$ cat config.mk
export PLATFORM = sky130hd
export DESIGN_NAME = rhb_ctrl
export DESIGN_NICKNAME = d
export VERILOG_FILES = /design/src/sv/rhb_pkg.sv /design/src/sv/rhb_ctrl.sv
export VERILOG_INCLUDE_DIRS = /design/src /design/src/sv
export SDC_FILE = /design/constraint.sdc
export NUM_CORES = 1
export LEC_CHECK = 0
export CAP_MARGIN = 20
export CORE_ASPECT_RATIO = 0.6
export CORE_MARGIN = 3
export CORE_UTILIZATION = 44
export DETAILED_ROUTE_END_ITERATION = 12
export DONT_BUFFER_PORTS = 1
export PLACE_DENSITY = 0.71
export SETUP_SLACK_MARGIN = 0.1
export SKIP_CTS_REPAIR_TIMING = 1
export SYNTH_ARGS = -nofsm -noshare
export SYNTH_HDL_FRONTEND = slang
export SYNTH_SLANG_ARGS = --single-unit
$ cat constraint.sdc
create_clock -name i_clk -period 5.54 [get_ports i_clk]
set_clock_uncertainty 0.05 [all_clocks]
set_input_delay 0.831 -clock i_clk [delete_from_list [all_inputs] [get_ports i_clk]]
set_output_delay 0.831 -clock i_clk [all_outputs]
set_load 0.02 [all_outputs]
$ cat src/sv/rewind_history_buffer_core_assert.svh
// Assertion macros for the rewind history buffer; empty when synthesized.
`ifndef REWIND_HISTORY_BUFFER_CORE_ASSERT_SVH
`define REWIND_HISTORY_BUFFER_CORE_ASSERT_SVH
`ifndef SYNTHESIS
`define RHB_ASSERT(lbl, clk, rst_n, prop, msg) \
    lbl: assert property (@(posedge clk) disable iff (!rst_n) prop) else $error(msg);
`define RHB_ASSERT_ALWAYS(lbl, clk, prop, msg) \
    lbl: assert property (@(posedge clk) prop) else $error(msg);
`else
`define RHB_ASSERT(lbl, clk, rst_n, prop, msg)
`define RHB_ASSERT_ALWAYS(lbl, clk, prop, msg)
`endif
`endif

$ cat src/sv/rhb_pkg.sv
// Shared types and constants of the rewind history buffer.
package rhb_pkg;

    // Item kinds on the input channel.
    localparam logic [1:0] OP_TICK         = 2'd0;
    localparam logic [1:0] OP_START_REWIND = 2'd1;
    localparam logic [1:0] OP_STOP_REWIND  = 2'd2;

    // Configuration register indexes.
    localparam logic [1:0] CFG_RECORD_INTERVAL = 2'd0;
    localparam logic [1:0] CFG_MAX_SNAPSHOTS   = 2'd1;
    localparam logic [1:0] CFG_REWIND_TICK     = 2'd2;

    localparam int CFG_IW = 2;
    localparam int CFG_DW = 20;

    // Register reset values.
    localparam logic [19:0] RECORD_INTERVAL_RST = 20'd50000;
    localparam logic [7:0]  MAX_SNAPSHOTS_RST   = 8'd100;
    localparam logic [7:0]  REWIND_TICK_RST     = 8'd1;

    typedef struct packed {
        logic signed [31:0] x;
        logic signed [31:0] y;
        logic signed [31:0] z;
        logic signed [15:0] pitch;
        logic signed [15:0] yaw;
        logic signed [15:0] roll;
    } t_pose;

    typedef struct packed {
        logic push;
        logic pop;
    } t_step;

endpackage

$ cat src/sv/rhb_ctrl.sv
// Record and rewind control: configuration, timers, ring pointers and push/pop decisions.
`include "rewind_history_buffer_core_assert.svh"

module rhb_ctrl #(
    parameter int DEPTH = 128
) (
    input  logic                        i_clk,
    input  logic                        i_rst_n,
    input  logic                        i_cfg_we,
    input  logic [rhb_pkg::CFG_IW-1:0]  i_cfg_index,
    input  logic [rhb_pkg::CFG_DW-1:0]  i_cfg_data,
    input  logic                        i_accept,
    input  logic [1:0]                  i_op,
    input  logic [19:0]                 i_delta_us,
    output rhb_pkg::t_step              o_step,
    output logic [$clog2(DEPTH)-1:0]    o_waddr,
    output logic [$clog2(DEPTH)-1:0]    o_raddr,
    output logic [7:0]                  o_entries_left
);

    localparam int IW = $clog2(DEPTH);
    localparam int CW = $clog2(DEPTH + 1);
    localparam int SW = CW + 1;
    localparam int LW = (CW > 8) ? CW : 8;

    logic [19:0]   r_interval;
    logic [7:0]    r_max;
    logic [7:0]    r_rti;
    logic          r_rewinding, n_rewinding;
    logic [20:0]   r_timer, n_timer;
    logic [7:0]    r_rc, n_rc;
    logic [IW-1:0] r_oldest, n_oldest;
    logic [CW-1:0] r_count, n_count;

    logic [20:0]   timer_sum;
    logic          rec_hit;
    logic          is_tick;
    logic          empty;
    logic [7:0]    rc_inc;
    logic [7:0]    every;
    logic          push;
    logic          pop;
    logic          full;
    logic [LW-1:0] max_ext;
    logic [LW-1:0] limit;
    logic [LW-1:0] c1;
    logic [LW-1:0] c2;
    logic          drop;
    logic [IW-1:0] inc1;
    logic [IW-1:0] inc2;

    // Ring index wrap; the sum is below twice the depth except in the read address of an empty ring.
    function automatic logic [IW-1:0] wrap(input logic [SW-1:0] s);
        if (s >= SW'(DEPTH)) begin
            return IW'(s - SW'(DEPTH));
        end
        return IW'(s);
    endfunction

    assign is_tick   = (i_op == rhb_pkg::OP_TICK);
    assign timer_sum = r_timer + 21'(i_delta_us);
    assign rec_hit   = (timer_sum >= 21'(r_interval));
    assign empty     = (r_count == '0);
    assign rc_inc    = r_rc + 8'd1;
    assign every     = (r_rti == 8'd0) ? 8'd1 : r_rti;
    assign push      = is_tick && !r_rewinding && rec_hit;
    assign pop       = is_tick && r_rewinding && !empty && (rc_inc >= every);

    // A push into a full ring overwrites the oldest slot after dropping it.
    assign full    = (r_count == CW'(DEPTH));
    assign max_ext = LW'(r_max);
    assign limit   = (max_ext < LW'(DEPTH)) ? max_ext : LW'(DEPTH);
    assign c1      = full ? LW'(DEPTH - 1) : LW'(r_count);
    assign c2      = c1 + LW'(1);
    assign drop    = (c2 > limit);
    assign inc1    = wrap(SW'(r_oldest) + SW'(1));
    assign inc2    = wrap(SW'(r_oldest) + SW'(2));

    assign o_waddr = full ? r_oldest : wrap(SW'(r_oldest) + SW'(r_count));
    assign o_raddr = wrap(SW'(r_oldest) + SW'(r_count) - SW'(1));
    assign o_step  = '{push: push, pop: pop};
    assign o_entries_left = 8'(r_count - CW'(1));

    always_comb begin
        n_rewinding = r_rewinding;
        n_timer     = r_timer;
        n_rc        = r_rc;
        n_oldest    = r_oldest;
        n_count     = r_count;
        case (i_op)
            rhb_pkg::OP_START_REWIND: begin
                n_rewinding = 1'b1;
            end
            rhb_pkg::OP_STOP_REWIND: begin
                n_rewinding = 1'b0;
            end
            rhb_pkg::OP_TICK: begin
                if (!r_rewinding) begin
                    n_timer = rec_hit ? 21'd0 : timer_sum;
                    if (rec_hit) begin
                        n_count = drop ? CW'(c1) : CW'(c2);
                        if (full) begin
                            n_oldest = drop ? inc2 : inc1;
                        end else begin
                            n_oldest = drop ? inc1 : r_oldest;
                        end
                    end
                end else if (empty) begin
                    n_rewinding = 1'b0;
                end else if (rc_inc < every) begin
                    n_rc = rc_inc;
                end else begin
                    n_rc    = 8'd0;
                    n_count = r_count - CW'(1);
                end
            end
            default: begin
            end
        endcase
    end

    always_ff @(posedge i_clk) begin
        if (!i_rst_n) begin
            r_interval  <= rhb_pkg::RECORD_INTERVAL_RST;
            r_max       <= rhb_pkg::MAX_SNAPSHOTS_RST;
            r_rti       <= rhb_pkg::REWIND_TICK_RST;
            r_rewinding <= 1'b0;
            r_timer     <= '0;
            r_rc        <= '0;
            r_oldest    <= '0;
            r_count     <= '0;
        end else begin
            if (i_cfg_we) begin
                case (i_cfg_index)
                    rhb_pkg::CFG_RECORD_INTERVAL: r_interval <= i_cfg_data;
                    rhb_pkg::CFG_MAX_SNAPSHOTS:   r_max      <= i_cfg_data[7:0];
                    rhb_pkg::CFG_REWIND_TICK:     r_rti      <= i_cfg_data[7:0];
                    default: begin
                    end
                endcase
            end
            if (i_accept) begin
                r_rewinding <= n_rewinding;
                r_timer     <= n_timer;
                r_rc        <= n_rc;
                r_oldest    <= n_oldest;
                r_count     <= n_count;
            end
        end
    end

    `RHB_ASSERT(a_count_in_range, i_clk, i_rst_n, r_count <= CW'(DEPTH), "entry count above depth")
    `RHB_ASSERT(a_push_pop_excl, i_clk, i_rst_n, !(push && pop), "push and pop in one item")
    `RHB_ASSERT(a_pop_needs_entry, i_clk, i_rst_n, pop |-> (r_rewinding && !empty), "pop while empty")
    `RHB_ASSERT(a_pop_drops_one, i_clk, i_rst_n, (i_accept && pop) |=> (CW'(r_count + CW'(1)) == $past(r_count)), "pop did not lower count by one")

endmodule

==> results of run 1 <==
==> sequential cells by signal (all words and copies together), names as in the netlist <==
name / cells
max_ext: 8
r_oldest: 7
r_rewinding: 1
r_timer: 21
r_rti: 8
r_interval: 20
r_count: 8
r_rc: 8
==> metal layers <==
metal  wire length [um]  part of all wire (%)
met2               5810                    35
met3               1920                    12
met1               8770                    53
met4                133                  0.80
met5                  0                     0
==> worst max-delay path, stage by stage <==
cell,delay [ps]
ha_1,140
inv_1,60
fa_2,360
and2b_2,260
o2111ai_2,150
a31oi_2,250
o211ai_2,160
a311oi_2,290
xor2_1,270
ha_1,300
a211o_1,300
nor3_1,140
o31ai_1,100
o2bb2ai_1,150
or3_1,360
and3_2,270
==> kinds of logic after synthesis <==
logic type,share of synthesized area [%]
simple gates,23.8
xor+xnor,6.55
buf+inv,5.57
compound gates,20.9
fa+ha+maj,14.7
flops,26.4
mux,2.11
==> final cells by class <==
type | instances | share of cell area, %
Tap cell | 187 | 3.51
Clock inverter | 7 | 1.09
Timing Repair Buffer | 11 | 1.24
Clock buffer | 9 | 3.38
Inverter | 55 | 3.10
Sequential cell | 81 | 24.3
Multi-Input combinational cell | 633 | 63.4
==> placed cells by master (no fill, tap or decap), types with 11 or more instances in the layout <==
cell type,netlist,routed
dfxtp_1,81,81
nor2_1,65,65
xor2_1,18,18
mux2i_1,13,13
nand3_1,36,35
inv_1,53,53
a21o_1,14,14
a21oi_1,77,77
nor3_1,13,12
buf_4,3,11
nand4_1,12,12
ha_1,69,69
and3_1,14,13
nand2_1,123,123
xnor2_1,28,28
o21ai_0,23,23
==> through the flow <==
step / instances / setup WS (ps)
floorplan: 802 / 327
global placement: 965 / 320
detailed placement: 965 / 185
CTS: 981 / 169
global route: 983 / 125
finish: 983 / 266
==> worst paths after layout <==
kind / start / endpoint
worst max-delay path: i_delta_us[0] / o_step[1]
worst min-delay path: r_interval[10]$_SDFFE_PN0P_ / r_interval[10]$_SDFFE_PN0P_
worst max register to register: r_timer[0]$_SDFFE_PN0P_ / r_count[2]$_SDFFE_PN0P_
worst min register to register: r_interval[10]$_SDFFE_PN0P_ / r_interval[10]$_SDFFE_PN0P_
==> power by group through the flow <==
stage                     logic (mW)  clock network, mW  registers [mW]
after CTS                      0.310              0.611           0.612
final                          0.318              0.599           0.613
after global placement         0.305                  0           0.625
after floorplan                0.243                  0           0.619
after detailed placement       0.308                  0           0.626
after global routing           0.350              0.639           0.615
==> metrics, run 1 <==
number of setup violations in the final report 0; average wire length per cell after detail routing 16.9 um; Die Area 15500 sq um; clock tree from TritonCTS done; Port-buffer cells 0; number of standard cells after synthesis 802; minimum period implied by the final worst setup slack 5270 ps; post-synthesis average cell area 7.67 sq um; # fillers 1300; power per unit of standard cell area 229 nW/um^2; count of boundary I/O pins 72; Clock Root Buffer clkbuf_16; Final nets 910; placed wire-length estimate 12700 um; Routed Antenna Nets 0; setup repair after global routing missed its margin false; met3 Resource Use GR 7.70%; routing layer with the top usage in global route met1; switching power as a share of total power 32.8%; clock transition time at the flip-flop clock pins of the worst setup and hold paths 70 ps; fraction of layout cells with a size suffix above 1 7.16%; clock sinks 81; Storage cell area 1620 sq um; reg2reg setup slack 990 ps; n_diodes 0; clock tree buffer depth 2; proportion of synthesized flip-flops having asynchronous set or reset 0%; Max transition margin 38.6%; maximum vdd ir drop 0.164 mV; number of hold-slack violations in the final timing report 0; startpoint-to-endpoint class of the critical path input pin to output pin; number of vias in the routed layout 5629; post-synthesis instance area 6150 sq um; kind of end point of the critical path output pin; placement row count 32; flip-flop cell with the highest count after synthesis dfxtp_1; total track usage 21.5%; per-cell via count in the routed design 5.73; number of slew-limit violations in the final report 0; multi-input logic area 4230 sq um; Die Y 97.6 um; number of max-capacitance violations reported 0; cell type contributing the most total cell area after synthesis dfxtp_1; sum of overflow across all layers after global routing 0; number of flops mapped to enable cells by yosys 0; final critical-path share of the clock period 95.2%; first-pass GRT wire length 26400 um; internal power summed over all cells 1.03 mW; WP data required 4660 ps; Leak Pwr 2.82 nW; post-route total power 1.53 mW; Clock Latency Late Sink 350 ps; placeable core area 13300 sq um; CTS buffer count 9; x dimension of the die 159 um; maximum fanout count along the critical path 3; Synth top area share 26.4%; routing usage on met1 35.0%; net count after synthesis 921; TritonRoute pass-1 iters 5; accumulated negative setup slack 0 ps; number of H-tree branching levels 3; Worst Reg2Reg Path Length in Cells 18; result of the run finished, final reports clean; startpoint kind of the worst setup timing path input pin; type of the worst min-delay path register to register; net switching power of the design 0.502 mW; Final Wtd Congestion 0.922; DRC violation total after the first TritonRoute iteration 475; list of most frequent post-synthesis cells nand2_1 (123), dfxtp_1 (81), a21oi_1 (77), ha_1 (69), nor2_1 (65); number of global-route vias before repair 4948; top cells by area in the synthesized netlist dfxtp_1 (26%), ha_1 (14%), nand2_1 (7.5%), a21oi_1 (6.3%), xnor2_1 (4.0%); count of different cell masters after synthesis 74; GR met2 Demand/Resource 26.1%; Comb power frac 20.8%; arrival time of the worst setup path 4390 ps; Worst Hold Path Cells 2; DR DRC count 0; part of the power in the clock network 39.1%; Yosys warning total 0; Area growth, synth to finish 8.38%; post-layout instance area 6670 sq um; flip-flop and latch count after synthesis 81; maximum number of pins on one net before global-route repair 44; Hold Worst Slack 407 ps; antenna violations before repair 0; post-place instance area 6330 sq um; total length of routed wires 16600 um; final core area utilization 50.3%; relative contribution of sequential cells to total power 40.1%; actual transition at the worst max-transition pin 919 ps; sequential fraction of the synthesis area 26.4%; initial core utilization 46.4%; most numerous cell in the Yosys netlist nand2_1; Highest Clock Rate 190 MHz
No activity file was read; power rests on OpenSTA's default activity.
==> inputs of run 2 (changes only) <==
Settings changed: REMOVE_ABC_BUFFERS set to 1.
==> run 2 against run 1 <==
Maximum frequency is 0.11% lower. Global-route usage is 1.1 points lower. Cell count is 0.20% lower. Largest cell class unchanged.
==> metrics, run 2 (synthesized netlist as in run 1, its figures left out) <==
result of the run finished, final reports clean; clock transition time at the flip-flop clock pins of the worst setup and hold paths 60 ps; antenna violations before repair 0; part of the power in the clock network 43.7%; Worst Reg2Reg Path Length in Cells 17; Final nets 908; Final Wtd Congestion 0.883; placed wire-length estimate 12000 um; largest incremental delay on the critical path 380 ps; count of boundary I/O pins 72; power per unit of standard cell area 244 nW/um^2; x dimension of the die 159 um; reg2reg setup slack 1050 ps; startpoint-to-endpoint class of the critical path input pin to output pin; Port-buffer cells 0; Hold Worst Slack 404 ps; number of max-capacitance violations reported 0; number of hold-slack violations in the final timing report 0; accumulated negative setup slack 0 ps; average wire length per cell after detail routing 16.4 um; total length of routed wires 16100 um; initial core utilization 46.4%; Die Area 15500 sq um; TritonRoute pass-1 iters 5; clock sinks 81; worst-path cell chain ha_1 > inv_1 > fa_2 > and2b_2 > o2111ai_4 > a31oi_4 > o211ai_4 > a311oi_2 > xor2_1 > ha_1 > a211o_1 > nor3_1 > o31ai_1 > o2bb2ai_1 > or3_4 > and3_2; largest registers in the final layout r_timer: 21 flops, r_interval: 20 flops; DR DRC count 0; number of global-route vias before repair 4993; Leak Pwr 2.84 nW; post-place instance area 6320 sq um; minimum period implied by the final worst setup slack 5280 ps; Worst Hold End r_interval[7]$_SDFFE_PN0P_; Comb power frac 19.1%; relative contribution of sequential cells to total power 37.2%; number of slew-limit violations in the final report 0; leading cell type in the layout, fill and taps excluded nand2_1; top register by number of flip-flops r_timer; fraction of layout cells with a size suffix above 1 7.30%; endpoint of the worst-slack reg-to-reg timing path r_count[2]$_SDFFE_PN0P_; maximum number of pins on one net before global-route repair 45; Routed Antenna Nets 0; CTS buffer count 9; Worst Hold Path Cells 2; type of the worst min-delay path register to register; post-layout instance area 6760 sq um; worst flop-to-flop path startpoint r_timer[0]$_SDFFE_PN0P_; first-pass GRT wire length 26000 um; placement row count 32; Top cell by count, worst path ha_1; per-cell via count in the routed design 5.67; internal power summed over all cells 1.17 mW; maximum fanout count along the critical path 5; number of H-tree branching levels 3; switching power as a share of total power 29.2%; sum of overflow across all layers after global routing 0; clock tree buffer depth 2; Max transition margin 35.5%; final critical-path share of the clock period 95.3%; Clock Latency Late Sink 340 ps; beginning of the worst hold path r_interval[7]$_SDFFE_PN0P_; startpoint of the most critical setup path i_delta_us[0]; arrival time of the worst setup path 4400 ps; final core area utilization 51.0%; startpoint kind of the worst setup timing path input pin; Die Y 97.6 um; total track usage 20.4%; WP data required 4660 ps; DRC violation total after the first TritonRoute iteration 382; kind of end point of the critical path output pin; commonest non-fill, non-tap cells in the layout nand2_1 (123), dfxtp_1 (81), a21oi_1 (77), ha_1 (69), nor2_1 (64); n_diodes 0; net switching power of the design 0.480 mW; placeable core area 13300 sq um; cell at the slowest stage of the critical path or3_4; clock tree from TritonCTS done; number of setup violations in the final report 0; Clock Root Buffer clkbuf_16; setup repair after global routing missed its margin false; number of vias in the routed layout 5566; maximum vdd ir drop 0.143 mV; Area growth, synth to finish 9.82%; Highest Clock Rate 189 MHz; flip-flop count of the largest register, all copies and words added 21; actual transition at the worst max-transition pin 966 ps
[run 2: cell type report]
type	count	area (sq um)
Clock buffer	10	239
Clock inverter	6	113
Fill cell	1278	6490
Inverter	55	206
Multi-Input combinational cell	633	4280
Sequential cell	81	1620
Tap cell	187	234
Timing Repair Buffer	9	67.6
[run 2: worst max path at each step]
stage / slack [ps] / endpoint
detailed placement: 100 / o_step[1]
global route: 90 / o_step[1]
CTS: 30 / o_step[1]
global placement: 170 / o_step[1]
floorplan: 350 / r_count[0]$_SDFFE_PN0P_
finish: 260 / o_step[1]
[run 2: power groups by stage]
stage / Sequential, mW / Combinational, mW / Clock [mW]
after floorplan: 0.621 / 0.232 / 0
after global placement: 0.625 / 0.299 / 0
after detailed placement: 0.626 / 0.302 / 0
after CTS: 0.612 / 0.304 / 0.731
after global routing: 0.615 / 0.350 / 0.748
final: 0.613 / 0.314 / 0.720
[run 2: through the flow]
| step | instances | setup WS (ps) | power [mW] |
|---|---|---|---|
| after floorplan | 769 | 353 | 0.853 |
| after global placement | 963 | 173 | 0.924 |
| after detailed placement | 963 | 95.0 | 0.927 |
| after CTS | 979 | 26.4 | 1.65 |
| after global routing | 981 | 89.4 | 1.71 |
| final | 981 | 260 | 1.65 |
[run 2: worst max-delay path: cells and delay by family]
family	cells	cell delay, ps
buffers and inverters	1	60
AO/OA/AOI/OAI	7	1390
adder cells (fa/ha/maj)	3	810
XOR/XNOR	1	250
AND/OR/NAND/NOR	4	1050
[run 2: routing by layer]
metal	share of wire (%)	GRT usage [%]
met1	52	32.7
met4	0.82	3.44
met3	7.9	5.30
met2	39	27.0
met5	0	0
